**config.mk**
```make
export PLATFORM = sky130hd
export DESIGN_NAME = rct_merge
export DESIGN_NICKNAME = d
export VERILOG_FILES = /design/src/rtl/rct_pkg.sv /design/src/rtl/rct_merge.sv
export SDC_FILE = /design/constraint.sdc
export NUM_CORES = 1
export LEC_CHECK = 0
export BUFFER_PORTS_ARGS = -buffer_cell sky130_fd_sc_hd__buf_2
export CAP_MARGIN = 20
export CORE_UTILIZATION = 50
export DETAILED_ROUTE_END_ITERATION = 12
export PLACE_DENSITY = 0.95
export SLEW_MARGIN = 40
export SYNTH_ARGS = -nofsm -noshare
export SYNTH_HDL_FRONTEND = slang
export SYNTH_SLANG_ARGS = --single-unit
```
**constraint.sdc**
```tcl
create_clock -name vclk -period 11.6
set_clock_uncertainty 0.15 [all_clocks]
set_input_delay 2.32 -clock vclk [all_inputs]
set_output_delay 2.32 -clock vclk [all_outputs]
set_load 0.01 [all_outputs]
```
**src/rtl/rct_pkg.sv**
```systemverilog
// Shared constants, types and helpers for the color transform and residual block.
package rct_pkg;

  localparam int MAX_WIDTH   = 4096;
  localparam int COL_W       = $clog2(MAX_WIDTH);
  localparam int ROW_WIDTH_W = 13;
  localparam int CMP_W       = (COL_W + 1 > ROW_WIDTH_W) ? COL_W + 1 : ROW_WIDTH_W;
  localparam int SYM_W       = 9;
  localparam int DATA_W      = 32;

  localparam logic MODE_FWD = 1'b0;
  localparam logic MODE_INV = 1'b1;

  // One pixel of the line store: Y in the low bits, then Cb, then Cr.
  typedef struct packed {
    logic [8:0] cr;
    logic [8:0] cb;
    logic [7:0] y;
  } pix_t;

  typedef struct packed {
    logic             en;
    logic [COL_W-1:0] addr;
    pix_t             data;
  } store_wr_t;

  // Lane results carried into the merge stage.
  typedef struct packed {
    logic              mode;
    logic              last;
    logic [SYM_W-1:0]  sym_a;
    logic [SYM_W-1:0]  sym_b;
    logic [SYM_W-1:0]  sym_c;
    logic signed [8:0] rec_y;
    logic signed [8:0] rec_cb;
    logic signed [8:0] rec_cr;
  } lane_res_t;

  // Add or remove the 128 offset of an 8-bit sample: flip the top bit.
  function automatic logic [7:0] bias128(input logic [7:0] v);
    return {~v[7], v[6:0]};
  endfunction

endpackage

```
**src/rtl/rct_merge.sv**
```systemverilog
// Merge stage: inverse color transform of the three lanes and selection of the output word.
module rct_merge (
  input  rct_pkg::lane_res_t               res,
  output logic [rct_pkg::DATA_W-1:0]       data
);

  logic signed [9:0] sum;
  logic signed [9:0] quarter;
  logic signed [9:0] g;
  logic signed [9:0] r;
  logic signed [9:0] b;
  logic [8:0]        out_a;
  logic [8:0]        out_b;
  logic [8:0]        out_c;

  always_comb begin
    sum     = 10'(res.rec_cb) + 10'(res.rec_cr);
    quarter = sum >>> 2;
    g       = 10'(res.rec_y) - quarter;
    r       = 10'(res.rec_cr) + g;
    b       = 10'(res.rec_cb) + g;
    if (res.mode == rct_pkg::MODE_INV) begin
      out_a = {1'b0, rct_pkg::bias128(r[7:0])};
      out_b = {1'b0, rct_pkg::bias128(g[7:0])};
      out_c = {1'b0, rct_pkg::bias128(b[7:0])};
    end else begin
      out_a = res.sym_a;
      out_b = res.sym_b;
      out_c = res.sym_c;
    end
    data = {5'b0, out_c, out_b, out_a};
  end

endmodule

```
==> results.py <==
metrics = {
    "hold_path": {
        "holdPathEnd": "data[15]",
        "holdPathStages": 4,
        "hp-class": "primary input to output pin",
        "hold_start": "res[42]",
    },
    "timing": {
        "max_freq_ghz": 0.113,
        "setup_viol": 0,
        "drv_slew": 0,
        "rsz0062_at_grt": "no",
        "hold_viol": 0,
        "slew_headroom_pct": 63.2,
        "finalCritPeriodShare_pct": 76.5,
        "min_period_ps": 8870,
        "setup_tns_ps": 0,
        "worstMarginPinSlew_ps": 551,
    },
    "pwr": {
        "pwr_density_cell_mw_per_mm2": 171,
        "clock_power_share_pct": 0,
        "p_int_mw": 0.165,
        "switching_share_pct": 49.3,
        "ir_drop_mv": 0.126,
        "total_power_mw": 0.326,
        "p_sw_mw": 0.161,
        "power_leakage_nw": 1.01,
        "seqPwrFrac_pct": 0,
        "comb_power_share_pct": 100.0,
    },
    "floorplan": {
        "die_x_um": 56.8,
        "die_h_um": 56.8,
        "core_area_mm2": 0.00281,
        "dieArea_mm2": 0.00322,
        "io_pins": 88,
        "num_rows": 19,
        "initial_core_util_pct": 53.4,
    },
    "detailed_routing": {
        "detail_route.vias_per_cell": 5.28,
        "antenna_left": 0,
        "routed_wl_um": 3570,
        "drt-initial-drc-count": 42,
        "dr.pass1.iters": 8,
        "route.detailed.drc": 6,
        "vias": 1490,
        "wl_per_cell_um": 12.6,
    },
    "grt": {
        "grt_pass1_vias": 1445,
        "grt_pass1_wl_um": 5910,
        "antenna_found_initial": 0,
        "overflow": 0,
        "grt_use_total_pct": 22.4,
        "grt_max_degree": 28,
    },
    "final_layout": {
        "final_layout_size_suffix_gt1_share_pct": 44.2,
        "syn2layout_area_growth_pct": 27.4,
        "multi_input_area_mm2": 0.00142,
        "seq_cell_count": 0,
        "final_nets": 341,
        "antenna_cells": 0,
        "clock_buffers": 0,
        "seqCellArea_um2": 0,
        "fillers": 221,
    },
    "clock_network": {
        "postCtsSetupRepairBufs": 0,
        "hold_buffers": 0,
        "cts_resized": 0,
    },
    "outcome": {
        "violations": "DRC",
        "status": "finished, violations left",
    },
    "logic_synthesis": {
        "ys_types": 40,
        "synth.avg_cell_area_um2": 8.61,
        "seq_area_frac_synth_pct": 0,
        "ys.warnings.count": 0,
        "syn_area_mm2": 0.00150,
        "syn_inst": 174,
    },
    "worst_setup_path": {
        "arrival_ps": 6400,
        "path_max_fanout": 4,
        "start_kind": "primary input",
        "end_kind": "output pin",
        "crit_type": "primary input to output pin",
        "worstPathRequired_ps": 9130,
    },
    "flow_run": {
        "maxCapViolCount": 0,
    },
    "placement": {
        "gp_congestion": 0.802,
        "dp_hpwl_um": 3160,
        "io_buffers": 81,
    },
}
-- worst max-delay path by stage --
| stage | start | cells after the start | slack, ps | endpoint |
|---|---|---|---|---|
| 5_1_grt | res[1] | 18 | 2460 | data[7] |
| 3_5_place_dp | res[1] | 18 | 2740 | data[7] |
| 2_1_floorplan | res[1] | 18 | 3480 | data[7] |
| 4_1_cts | res[1] | 18 | 2730 | data[7] |
| 6_report | res[1] | 18 | 2730 | data[7] |
| 3_3_place_gp | res[1] | 18 | 2910 | data[7] |
-- synthesized netlist by cell type (2+ instances only) --
| master | instances | area, um2 |
|---|---|---|
| a21oi_1 | 14 | 70.1 |
| nor2b_1 | 6 | 37.5 |
| mux2_4 | 2 | 30.0 |
| xor2_1 | 5 | 43.8 |
| fa_1 | 3 | 60.1 |
| buf_4 | 5 | 37.5 |
| nand2b_1 | 3 | 18.8 |
| mux2_2 | 19 | 214 |
| ha_1 | 29 | 363 |
| clkbuf_1 | 3 | 11.3 |
| o21a_1 | 2 | 15.0 |
| nor2_1 | 13 | 48.8 |
| inv_1 | 11 | 41.3 |
| xnor3_1 | 2 | 45.0 |
| a21oi_2 | 2 | 17.5 |
| o21bai_1 | 3 | 22.5 |
| nand2_1 | 4 | 15.0 |
| xnor2_1 | 19 | 166 |
| a21boi_1 | 2 | 15.0 |
| o21ai_0 | 3 | 15.0 |
| a21o_1 | 5 | 37.5 |
-- layout by cell type (no fill, tap or decap), drive strengths merged, types with 4 or more instances in the layout --
cell type  Yosys  layout
buf            5      81
ha            29      29
mux2          21      21
xnor2         20      20
a21oi         16      16
nor2          13      13
inv           11      11
nor2b          6       6
xor2           5       5
a21o           5       5
conb           1       5
o21ai          5       5
nand2          4       4
-- power groups by stage --
stage	clock network [mW]	logic, mW	registers (mW)
after detailed placement	0	0.323	0
final	0	0.326	0
after floorplan	0	0.244	0
after global placement	0	0.312	0
after CTS	0	0.325	0
after global routing	0	0.357	0
-- logic make-up after synthesis --
logic type,count (synthesis),synth area share [%]
xor gates and xnor gates,27,18.1
muxes,21,16.3
adders and majority gates,32,28.2
other,1,0.250
and+or+nand+nor,32,10.5
buffers and inverters,19,6.01
AOI/OAI and AO/OA,42,20.6
-- area by class of cell --
class	count	area share [%]
multi-input combinational	159	74.6
timing repair buffer	81	21.2
inverter	11	2.16
tap	31	2.03
-- layer usage --
metal | part of all wire [%] | up-vias | wire length [um] | global-route usage [%]
met5 | 0 | - | 0 | 0
met4 | 1.5 | 0 | 52 | 4.18
met3 | 4.3 | 6 | 154 | 1.38
met2 | 50 | 50 | 1790 | 43.0
met1 | 44 | 667 | 1570 | 27.1
li1 | - | 767 | - | -
-- critical path: stages --
cell	delay [ps]
buf_2	130
ha_1	300
a31oi_2	280
o21ai_2	130
a21oi_2	280
o21bai_1	160
xnor2_1	150
ha_1	340
a21boi_1	160
nor2_1	290
ha_1	350
and3_1	200
a221oi_2	330
a21oi_1	130
xnor2_1	190
xnor3_1	240
mux2_4	270
buf_2	150
-- per-stage QoR --
stage	instance area [um2]	worst slack, ps	util [%]	hold slack, ps	instances
floorplan	1510	3480	-	4620	178
global placement	1910	2910	68.1	4770	282
detailed placement	1910	2740	68.1	4780	282
CTS	1910	2730	68.1	4780	282
global route	1910	2460	68.1	4800	282
finish	1910	2730	68.1	4780	282
Power figures use the tool's default switching activity.
