File: src/rtl/rct_pkg.sv
// Shared constants, types and helpers for the color transform and residual block.
package rct_pkg;

  localparam int MAX_WIDTH   = 4096;
  localparam int COL_W       = $clog2(MAX_WIDTH);
  localparam int ROW_WIDTH_W = 13;
  localparam int CMP_W       = (COL_W + 1 > ROW_WIDTH_W) ? COL_W + 1 : ROW_WIDTH_W;
  localparam int SYM_W       = 9;
  localparam int DATA_W      = 32;

  localparam logic MODE_FWD = 1'b0;
  localparam logic MODE_INV = 1'b1;

  // One pixel of the line store: Y in the low bits, then Cb, then Cr.
  typedef struct packed {
    logic [8:0] cr;
    logic [8:0] cb;
    logic [7:0] y;
  } pix_t;

  typedef struct packed {
    logic             en;
    logic [COL_W-1:0] addr;
    pix_t             data;
  } store_wr_t;

  // Lane results carried into the merge stage.
  typedef struct packed {
    logic              mode;
    logic              last;
    logic [SYM_W-1:0]  sym_a;
    logic [SYM_W-1:0]  sym_b;
    logic [SYM_W-1:0]  sym_c;
    logic signed [8:0] rec_y;
    logic signed [8:0] rec_cb;
    logic signed [8:0] rec_cr;
  } lane_res_t;

  // Add or remove the 128 offset of an 8-bit sample: flip the top bit.
  function automatic logic [7:0] bias128(input logic [7:0] v);
    return {~v[7], v[6:0]};
  endfunction

endpackage

File: src/rtl/rct_lane.sv
// One channel lane: clamped median prediction, residual wrap and zigzag, or reconstruction.
module rct_lane (
  input  logic                          mode,
  input  logic                          is_luma,
  input  logic signed [8:0]             n,
  input  logic signed [8:0]             w,
  input  logic signed [8:0]             nw,
  input  logic signed [9:0]             fwd,
  input  logic [rct_pkg::SYM_W-1:0]     sym_in,
  output logic [rct_pkg::SYM_W-1:0]     sym_out,
  output logic signed [8:0]             rec
);

  logic signed [8:0]  lo;
  logic signed [8:0]  hi;
  logic signed [10:0] grad;
  logic signed [8:0]  pred;
  logic signed [10:0] err;
  logic signed [8:0]  unz;
  logic signed [9:0]  sum;
  logic signed [8:0]  rec_fwd;
  logic signed [8:0]  rec_inv;

  always_comb begin
    lo   = (n < w) ? n : w;
    hi   = (n < w) ? w : n;
    grad = 11'(n) + 11'(w) - 11'(nw);
    if (grad < 11'(lo)) begin
      pred = lo;
    end else if (grad > 11'(hi)) begin
      pred = hi;
    end else begin
      pred = grad[8:0];
    end
  end

  // Forward: wrap the residual and fold the sign into the low bit.
  always_comb begin
    err = 11'(fwd) - 11'(pred);
    if (is_luma) begin
      sym_out = {1'b0, {err[6:0], 1'b0} ^ {8{err[7]}}};
      rec_fwd = {fwd[7], fwd[7:0]};
    end else begin
      sym_out = {err[7:0], 1'b0} ^ {9{err[8]}};
      rec_fwd = fwd[8:0];
    end
  end

  // Inverse: unfold the symbol, add the prediction, wrap to channel width.
  always_comb begin
    unz = {1'b0, sym_in[8:1]} ^ {9{sym_in[0]}};
    sum = 10'(unz) + 10'(pred);
    if (is_luma) begin
      rec_inv = {sum[7], sum[7:0]};
    end else begin
      rec_inv = sum[8:0];
    end
  end

  assign rec = (mode == rct_pkg::MODE_INV) ? rec_inv : rec_fwd;

endmodule

File: config.mk
export PLATFORM = sky130hd
export DESIGN_NAME = rct_lane
export DESIGN_NICKNAME = d
export VERILOG_FILES = /design/src/rtl/rct_pkg.sv /design/src/rtl/rct_lane.sv
export SDC_FILE = /design/constraint.sdc
export NUM_CORES = 1
export LEC_CHECK = 0
export ABC_AREA = 1
export BUFFER_PORTS_ARGS = -buffer_cell sky130_fd_sc_hd__buf_2
export CAP_MARGIN = 0
export CORE_AREA = 8 8 104 87
export DETAILED_ROUTE_END_ITERATION = 8
export DIE_AREA = 0 0 112 95
export PLACE_DENSITY = 0.66
export SYNTH_ARGS = -nofsm -noshare
export SYNTH_HDL_FRONTEND = slang
export SYNTH_SLANG_ARGS = --single-unit
File: constraint.sdc
create_clock -name vclk -period 5.8
set_input_delay 0.58 -clock vclk [all_inputs]
set_output_delay 0.58 -clock vclk [all_outputs]
set_load 0.005 [all_outputs]
==> metrics.txt, run 1 <==
outcome=finished with violations; violated checks=setup timing; cell accounting for the most synthesized area=ha_1; layout cells sized above 1=50.5%; CP peak stage delay=550 ps; Slew @ Worst Pin=532 ps; Max IR drop VDD=0.383 mV; fill cell count=544; Final nets=803; slowest CP cell=fa_1; DR vias=3991; area share of fa/ha/maj cells after synthesis=26.9%; count leader, synth=nand2_1; xor and xnor area share after synthesis=6.82%; CP startpoint kind=input pin; post-synthesis cell count=522; post-synthesis mux area share=0%; initial antenna violation count=0; Fmax achieved=158 MHz; wire per inst=13.9 µm; Slew HR=64.2%; Synthesized Nets=632; Pre-antenna DRT Iters=5; port bufs=65; Hold Fails Final Rpt=0; row count=28; Finished Core Util=72.4%; initial drt markers=216; WP data arrival=5760 ps; min Tclk post-route=6340 ps; core area=7290 µm²; die area=10600 µm²; Routed WL=10.8 mm; Crit path top cell by count=buf_4; required time of the critical path=5220 ps; sequential cell count=0; main area contributors after synthesis=ha_1 (20%), nand2_1 (16%), inv_1 (12%), fa_1 (6.9%), nand3_1 (6.7%); gr ovfl total=0; P per Cell Area=687 nW/µm²; Yosys cell types=39; period utilization=109%; Ports=66; synthesized area=3190 µm²; DP Wirelength=8.00 mm; Seq/Total Area, Yosys=0%; routed vias/inst=5.11; critical path fanouts, max=8; Leak=0.00282 µW; Critical Path End Type=output pin; Fin Hold WS=1500 ps; Die Height=95 µm; clkbuf count=0; Die Width=112 µm; Remaining DRCs=0; Synth Area in Compound Gates=14.1%; final slew viol count=0; multi-input logic area=3530 µm²; vias in the first global route=3849; post-layout worst setup margin=-543 ps; Starting Density=43.8%; Register Area=0 µm²; gr usage total=17.8%; Setup violations, final=17; RePlAce Congestion=0.855; Max Cap Violations=0; RSZ-0062 raised after global routing=yes; HP Class=input pin to output pin; setup_tns=-6560 ps; Synth top cells by count=nand2_1 (133), inv_1 (102), ha_1 (51); syn_area_per_cell=6.11 µm²; antenna fix cells=0; largest family of logic cells by synthesized area=simple AND/OR/NAND/NOR gates; # hold bufs at CTS=0; Pwr Total=3620 µW; Ys Warns=0; first-pass GRT wire length=16.6 mm; largest net degree at the start of global routing=12; post-synthesis simple-gate area fraction=38.4%; Area Overhead vs Synth=65.2%; Setup CP Type=input pin to output pin; share of the synthesized area in the top cell type=20.0%; Antenna Nets Post-Route=0
==> area by class of cell <==
class | count | share of cell area (%)
tap | 90 | 2.14
timing repair buffer | 175 | 23.0
multi-input combinational | 410 | 67.0
inverter | 106 | 7.88
==> metal layers <==
metal	track usage [%]	share of wire (%)	up-vias
met1	22.0	43	1831
li1	-	-	2026
met4	1.90	1.2	0
met3	1.59	4.8	16
met5	0	0	-
met2	34.2	51	118
==> worst max-delay path: cells and delay by family <==
family	cells	cell delay, ps
buf+inv	14	1320
fa+ha+maj	4	1280
xor+xnor	1	130
compound gates	8	950
simple gates	10	1490
==> final timing paths <==
kind / startpoint / endpoint / slack (ps) / depth (start not counted)
worst min-delay path: fwd[0] / rec[0] / 1500 / 4
worst max-delay path: w[4] / sym_out[2] / -540 / 37
==> metrics by stage <==
stage,cell area [µm²],setup slack (ps),instances
after floorplan,3230,-0.0671,522
after global placement,4290,-509,759
after detailed placement,4290,-735,759
after CTS,4690,-524,775
after global routing,5270,-741,781
final,5270,-543,781
==> placed cells by master, fill, tap and decap left out, drive strengths merged, types with 2 or more instances in the layout <==
cell    count
o21bai      5
a21o        2
a211oi      4
buf       175
inv       106
nand4       9
a21oi      22
nor2       21
fa         11
nand3b      3
nand2     148
ha         51
o21ai      37
nand3      61
xnor2       3
xor2       21
o211ai      3
or2         2
==> where the power goes <==
group / internal (µW) / leakage [µW] / switching [µW] / total (µW)
clock: 0 / 0 / 0 / 0
sequential: 0 / 0 / 0 / 0
combinational: 1680 / 0.00282 / 1950 / 3620
total: 1680 / 0.00282 / 1950 / 3620
==> logic make-up (layout without fill, tap and decap cells) <==
family,count (synthesis),after routing
AOI/OAI and AO/OA,76,76
xor gates and xnor gates,24,24
buffers and inverters,113,281
and+or+nand+nor,247,248
adders and majority gates,62,62
==> repair_timing <==
action	CTS	global route
gates cloned	1	0
setup endpoints to repair	17	17
resized for setup	78	107
setup buffers	15	8
pin swaps	41	57
(Power assumes the default switching activity.)
==> inputs of run 2 (changes only) <==
--- a/config.mk
+++ b/config.mk
@@ -6,6 +6,7 @@
 export NUM_CORES = 1
 export LEC_CHECK = 0
 export ABC_AREA = 1
+export ABC_CLOCK_PERIOD_IN_PS = 5800
 export BUFFER_PORTS_ARGS = -buffer_cell sky130_fd_sc_hd__buf_2
 export CAP_MARGIN = 0
 export CORE_AREA = 8 8 104 87
@@ -15,3 +16,4 @@
 export SYNTH_ARGS = -nofsm -noshare
 export SYNTH_HDL_FRONTEND = slang
 export SYNTH_SLANG_ARGS = --single-unit
+export TNS_END_PERCENT = 30
==> run 2 against run 1 <==
Effect of this change:
- the run still ends with setup timing left
- sequential share of layout area unchanged
- fmax increased by 0.79%
- non-clock buffer count decreased by 3
- global-route usage decreased by 0.19 points
- via count decreased by 2.2%
- total power decreased by 8.9%
- clock-buffer cell count unchanged
- final cell count decreased by 0.38%
- highest routed layer unchanged
- combinational power decreased by 8.8%
- sequential cell count unchanged
==> metrics.txt, run 2 (same netlist as run 1, synthesis figures left out) <==
outcome=finished with violations; violated checks=setup timing; Largest delay share family, worst path=simple AND/OR/NAND/NOR gates; DR vias=3905; port bufs=65; most common cell after layout, fill and taps aside=nand2_1; Critical Path End Type=output pin; slowest CP cell=fa_1; DP Area=4290 µm²; Pre-antenna DRT Iters=5; WP data arrival=5710 ps; core area=7290 µm²; Post-Place Worst Slack=-735 ps; fill cell count=605; Starting Density=43.8%; Max Cap Violations=0; required time of the critical path=5220 ps; Worst Setup SP=w[4]; routed vias/inst=5.02; Setup CP Type=input pin to output pin; Pwr Total=3300 µW; Slew @ Worst Pin=352 ps; design area=5020 µm²; critical path fanouts, max=7; antenna fix cells=0; min Tclk post-route=6290 ps; HP Class=input pin to output pin; Fmax achieved=159 MHz; Register Area=0 µm²; Routed WL=10.2 mm; Area Overhead vs Synth=57.4%; Die Width=112 µm; Antenna Nets Post-Route=0; layout cells sized above 1=46.8%; final slew viol count=0; initial antenna violation count=0; wire per inst=13.1 µm; initial drt markers=155; die area=10600 µm²; Slew HR=76.3%; Max IR drop VDD=0.358 mV; gr usage total=17.7%; largest net degree at the start of global routing=12; Ports=66; hold path start=fwd[6]; Setup violations, final=17; Final nets=800; sequential cell count=0; CP startpoint kind=input pin; Remaining DRCs=0; row count=28; most frequent cells in the layout=nand2_1 (115), buf_4 (101), inv_1 (86); Buf/Inv on CP=10; CP peak stage delay=550 ps; DP Wirelength=8.00 mm; RePlAce Congestion=0.855; first-pass GRT wire length=16.4 mm; Die Height=95 µm; period utilization=109%; P per Cell Area=657 nW/µm²; RSZ-0062 raised after global routing=yes; vias in the first global route=3786; Hold Fails Final Rpt=0; post-layout worst setup margin=-494 ps; gr ovfl total=0; Leak=0.00277 µW; clkbuf count=0
[run 2: changes by cell type in the layout (fill, tap and decap cells not counted), sizes merged]
cell  before  now
buf      175  172
[run 2: worst paths after layout]
check	end	depth (start not counted)	slack [ps]
setup / recovery	sym_out[7]	35	-490
hold / removal	rec[6]	4	1480
[run 2: area by class of cell]
| class | count | area [µm²] | share of cell area, % |
|---|---|---|---|
| inverter | 106 | 405 | 8.07 |
| timing repair buffer | 172 | 1170 | 23.4 |
| multi-input combinational | 410 | 3330 | 66.3 |
| tap | 90 | 113 | 2.24 |
[run 2: timing repair]
item	4_1_cts	5_1_grt
cloned	1	0
resized for setup	69	71
endpoints found under the setup margin	17	17
hold buffers	0	0
pin swaps	39	51
setup buffers	14	4
[run 2: where the power goes]
group / internal (µW) / leakage (µW) / total [µW] / switching (µW)
logic: 1520 / 0.00277 / 3300 / 1780
clock network: 0 / 0 / 0 / 0
registers: 0 / 0 / 0 / 0
total: 1520 / 0.00277 / 3300 / 1780
[run 2: metrics by stage]
step	util [%]	hold WS [ps]	std cells	setup TNS, ps
3_5_place_dp	58.9	1470	759	-10450
5_1_grt	68.9	1490	778	-9610
6_report	68.9	1480	778	-5140
3_3_place_gp	58.9	1480	759	-6990
4_1_cts	63.8	1470	774	-6560
2_1_floorplan	-	1260	522	-0.0671
[run 2: layer usage]
metal / vias up / GRT usage (%) / share of wire (%)
li1: 2018 / - / -
met1: 1778 / 22.4 / 44
met2: 93 / 33.1 / 50
met3: 16 / 1.28 / 4.5
met4: 0 / 2.02 / 1.4
met5: - / 0 / 0
==> inputs of run 3 (changes only) <==
--- a/config.mk
+++ b/config.mk
@@ -12,7 +12,7 @@
 export CORE_AREA = 8 8 104 87
 export DETAILED_ROUTE_END_ITERATION = 8
 export DIE_AREA = 0 0 112 95
-export PLACE_DENSITY = 0.66
+export PLACE_DENSITY = 0.68
 export SYNTH_ARGS = -nofsm -noshare
 export SYNTH_HDL_FRONTEND = slang
 export SYNTH_SLANG_ARGS = --single-unit
==> run 3 against run 2 <==
Effect of this change:
- the flow still finishes with violations (setup timing)
- largest power group unchanged
- highest routed layer unchanged
- sequential share of layout area is the same
- largest cell class unchanged
- total power grew 1.6%
- critical path type unchanged
- final area shrank 0.75%
- clock-buffer cell count is the same
- core utilization shrank 0.52 points
- non-clock buffer count shrank 8
- die area is the same
- first-iteration DRC count grew 12%
- via count grew 0.85%
- critical path depth grew 3
==> metrics.txt, run 3 (same netlist as run 1, synthesis figures left out) <==
core area=7290 µm²; Leak=0.00274 µW; Finished Core Util=68.4%; Die Height=95 µm; Comb pwr share=100.0%; Pwr Total=3350 µW; Final nets=792; violated checks=setup timing; slowest CP cell=fa_1; cell count after placement=758; most common cell after layout, fill and taps aside=nand2_1; HP Class=input pin to output pin; Register Area=0 µm²; largest net degree at the start of global routing=12; clkbuf count=0; Hold Fails Final Rpt=0; most frequent cells in the layout=nand2_1 (116), buf_4 (93), inv_1 (89); wire per inst=13.5 µm; Fmax achieved=161 MHz; switching pwr=1810 µW; Slew HR=67.9%; Antenna Nets Post-Route=0; initial drt markers=174; antenna fix cells=0; Max Cap Violations=0; Ports=66; RSZ-0062 raised after global routing=yes; Setup CP Type=input pin to output pin; required time of the critical path=5220 ps; critical path fanouts, max=6; Area Overhead vs Synth=56.2%; Routed WL=10.4 mm; CP startpoint kind=input pin; min Tclk post-route=6220 ps; DP Wirelength=8.00 mm; initial antenna violation count=0; Max IR drop VDD=0.382 mV; first-pass GRT wire length=16.4 mm; Clk pwr share=0%; gr usage total=17.7%; Post-Place Worst Slack=-651 ps; sequential cell count=0; Sw Ratio=54.1%; Largest delay share family, worst path=simple AND/OR/NAND/NOR gates; gr ovfl total=0; vias in the first global route=3871; Fin Hold WS=1500 ps; Critical Path End Type=output pin; # hold bufs at CTS=0; die area=10600 µm²; post-layout worst setup margin=-423 ps; final slew viol count=0; row count=28; routed vias/inst=5.11; Starting Density=43.8%; part of the power in registers=0%; port bufs=65; CP peak stage delay=560 ps; Slew @ Worst Pin=476 ps; WP data arrival=5640 ps; Setup violations, final=15; non-filler cells, final=770; layout cells sized above 1=44.4%; P per Cell Area=672 nW/µm²; period utilization=107%; Pre-antenna DRT Iters=4; DR vias=3938; Internal=1540 µW; Buf/Inv on CP=10; RePlAce Congestion=0.840; Remaining DRCs=0; outcome=finished with violations; Die Width=112 µm
==> run 3: path summary, 6_finish.rpt <==
path                from     end  cells after the start
setup / recovery    w[4]  rec[8]                     38
hold / removal    fwd[4]  rec[4]                      4
==> run 3: area by class of cell <==
| cell class | count | area (µm²) |
|---|---|---|
| multi-input cells | 410 | 3340 |
| inverters | 106 | 408 |
| well taps | 90 | 113 |
| fillers | 597 | 2300 |
| repair buffers | 164 | 1130 |
==> run 3: routing by layer <==
layer	routed length (µm)	up-vias	track usage, %
met5	0	-	0
met1	4550	1823	22.3
met3	403	12	1.21
met4	100	0	2.58
li1	-	2006	-
met2	5310	97	33.5
==> run 3: power groups by stage <==
stage	Clock, µW	Combinational, µW	Sequential, µW
after global placement	0	2500	0
after detailed placement	0	2580	0
after global routing	0	3700	0
after CTS	0	2900	0
final	0	3350	0
after floorplan	0	1650	0
==> run 3: timing repair <==
action / in CTS / in global routing
setup endpoints to repair: 17 / 17
resized for setup: 75 / 64
pin swaps: 37 / 56
buffers inserted: 6 / 5
gates cloned: 0 / 1
==> run 3: per-stage QoR <==
stage / TNS [ps] / cell area (µm²)
after global placement: -6610 / 4290
after global routing: -9310 / 4980
after floorplan: -0.0671 / 3230
after detailed placement: -9130 / 4290
after CTS: -4520 / 4600
final: -5270 / 4980
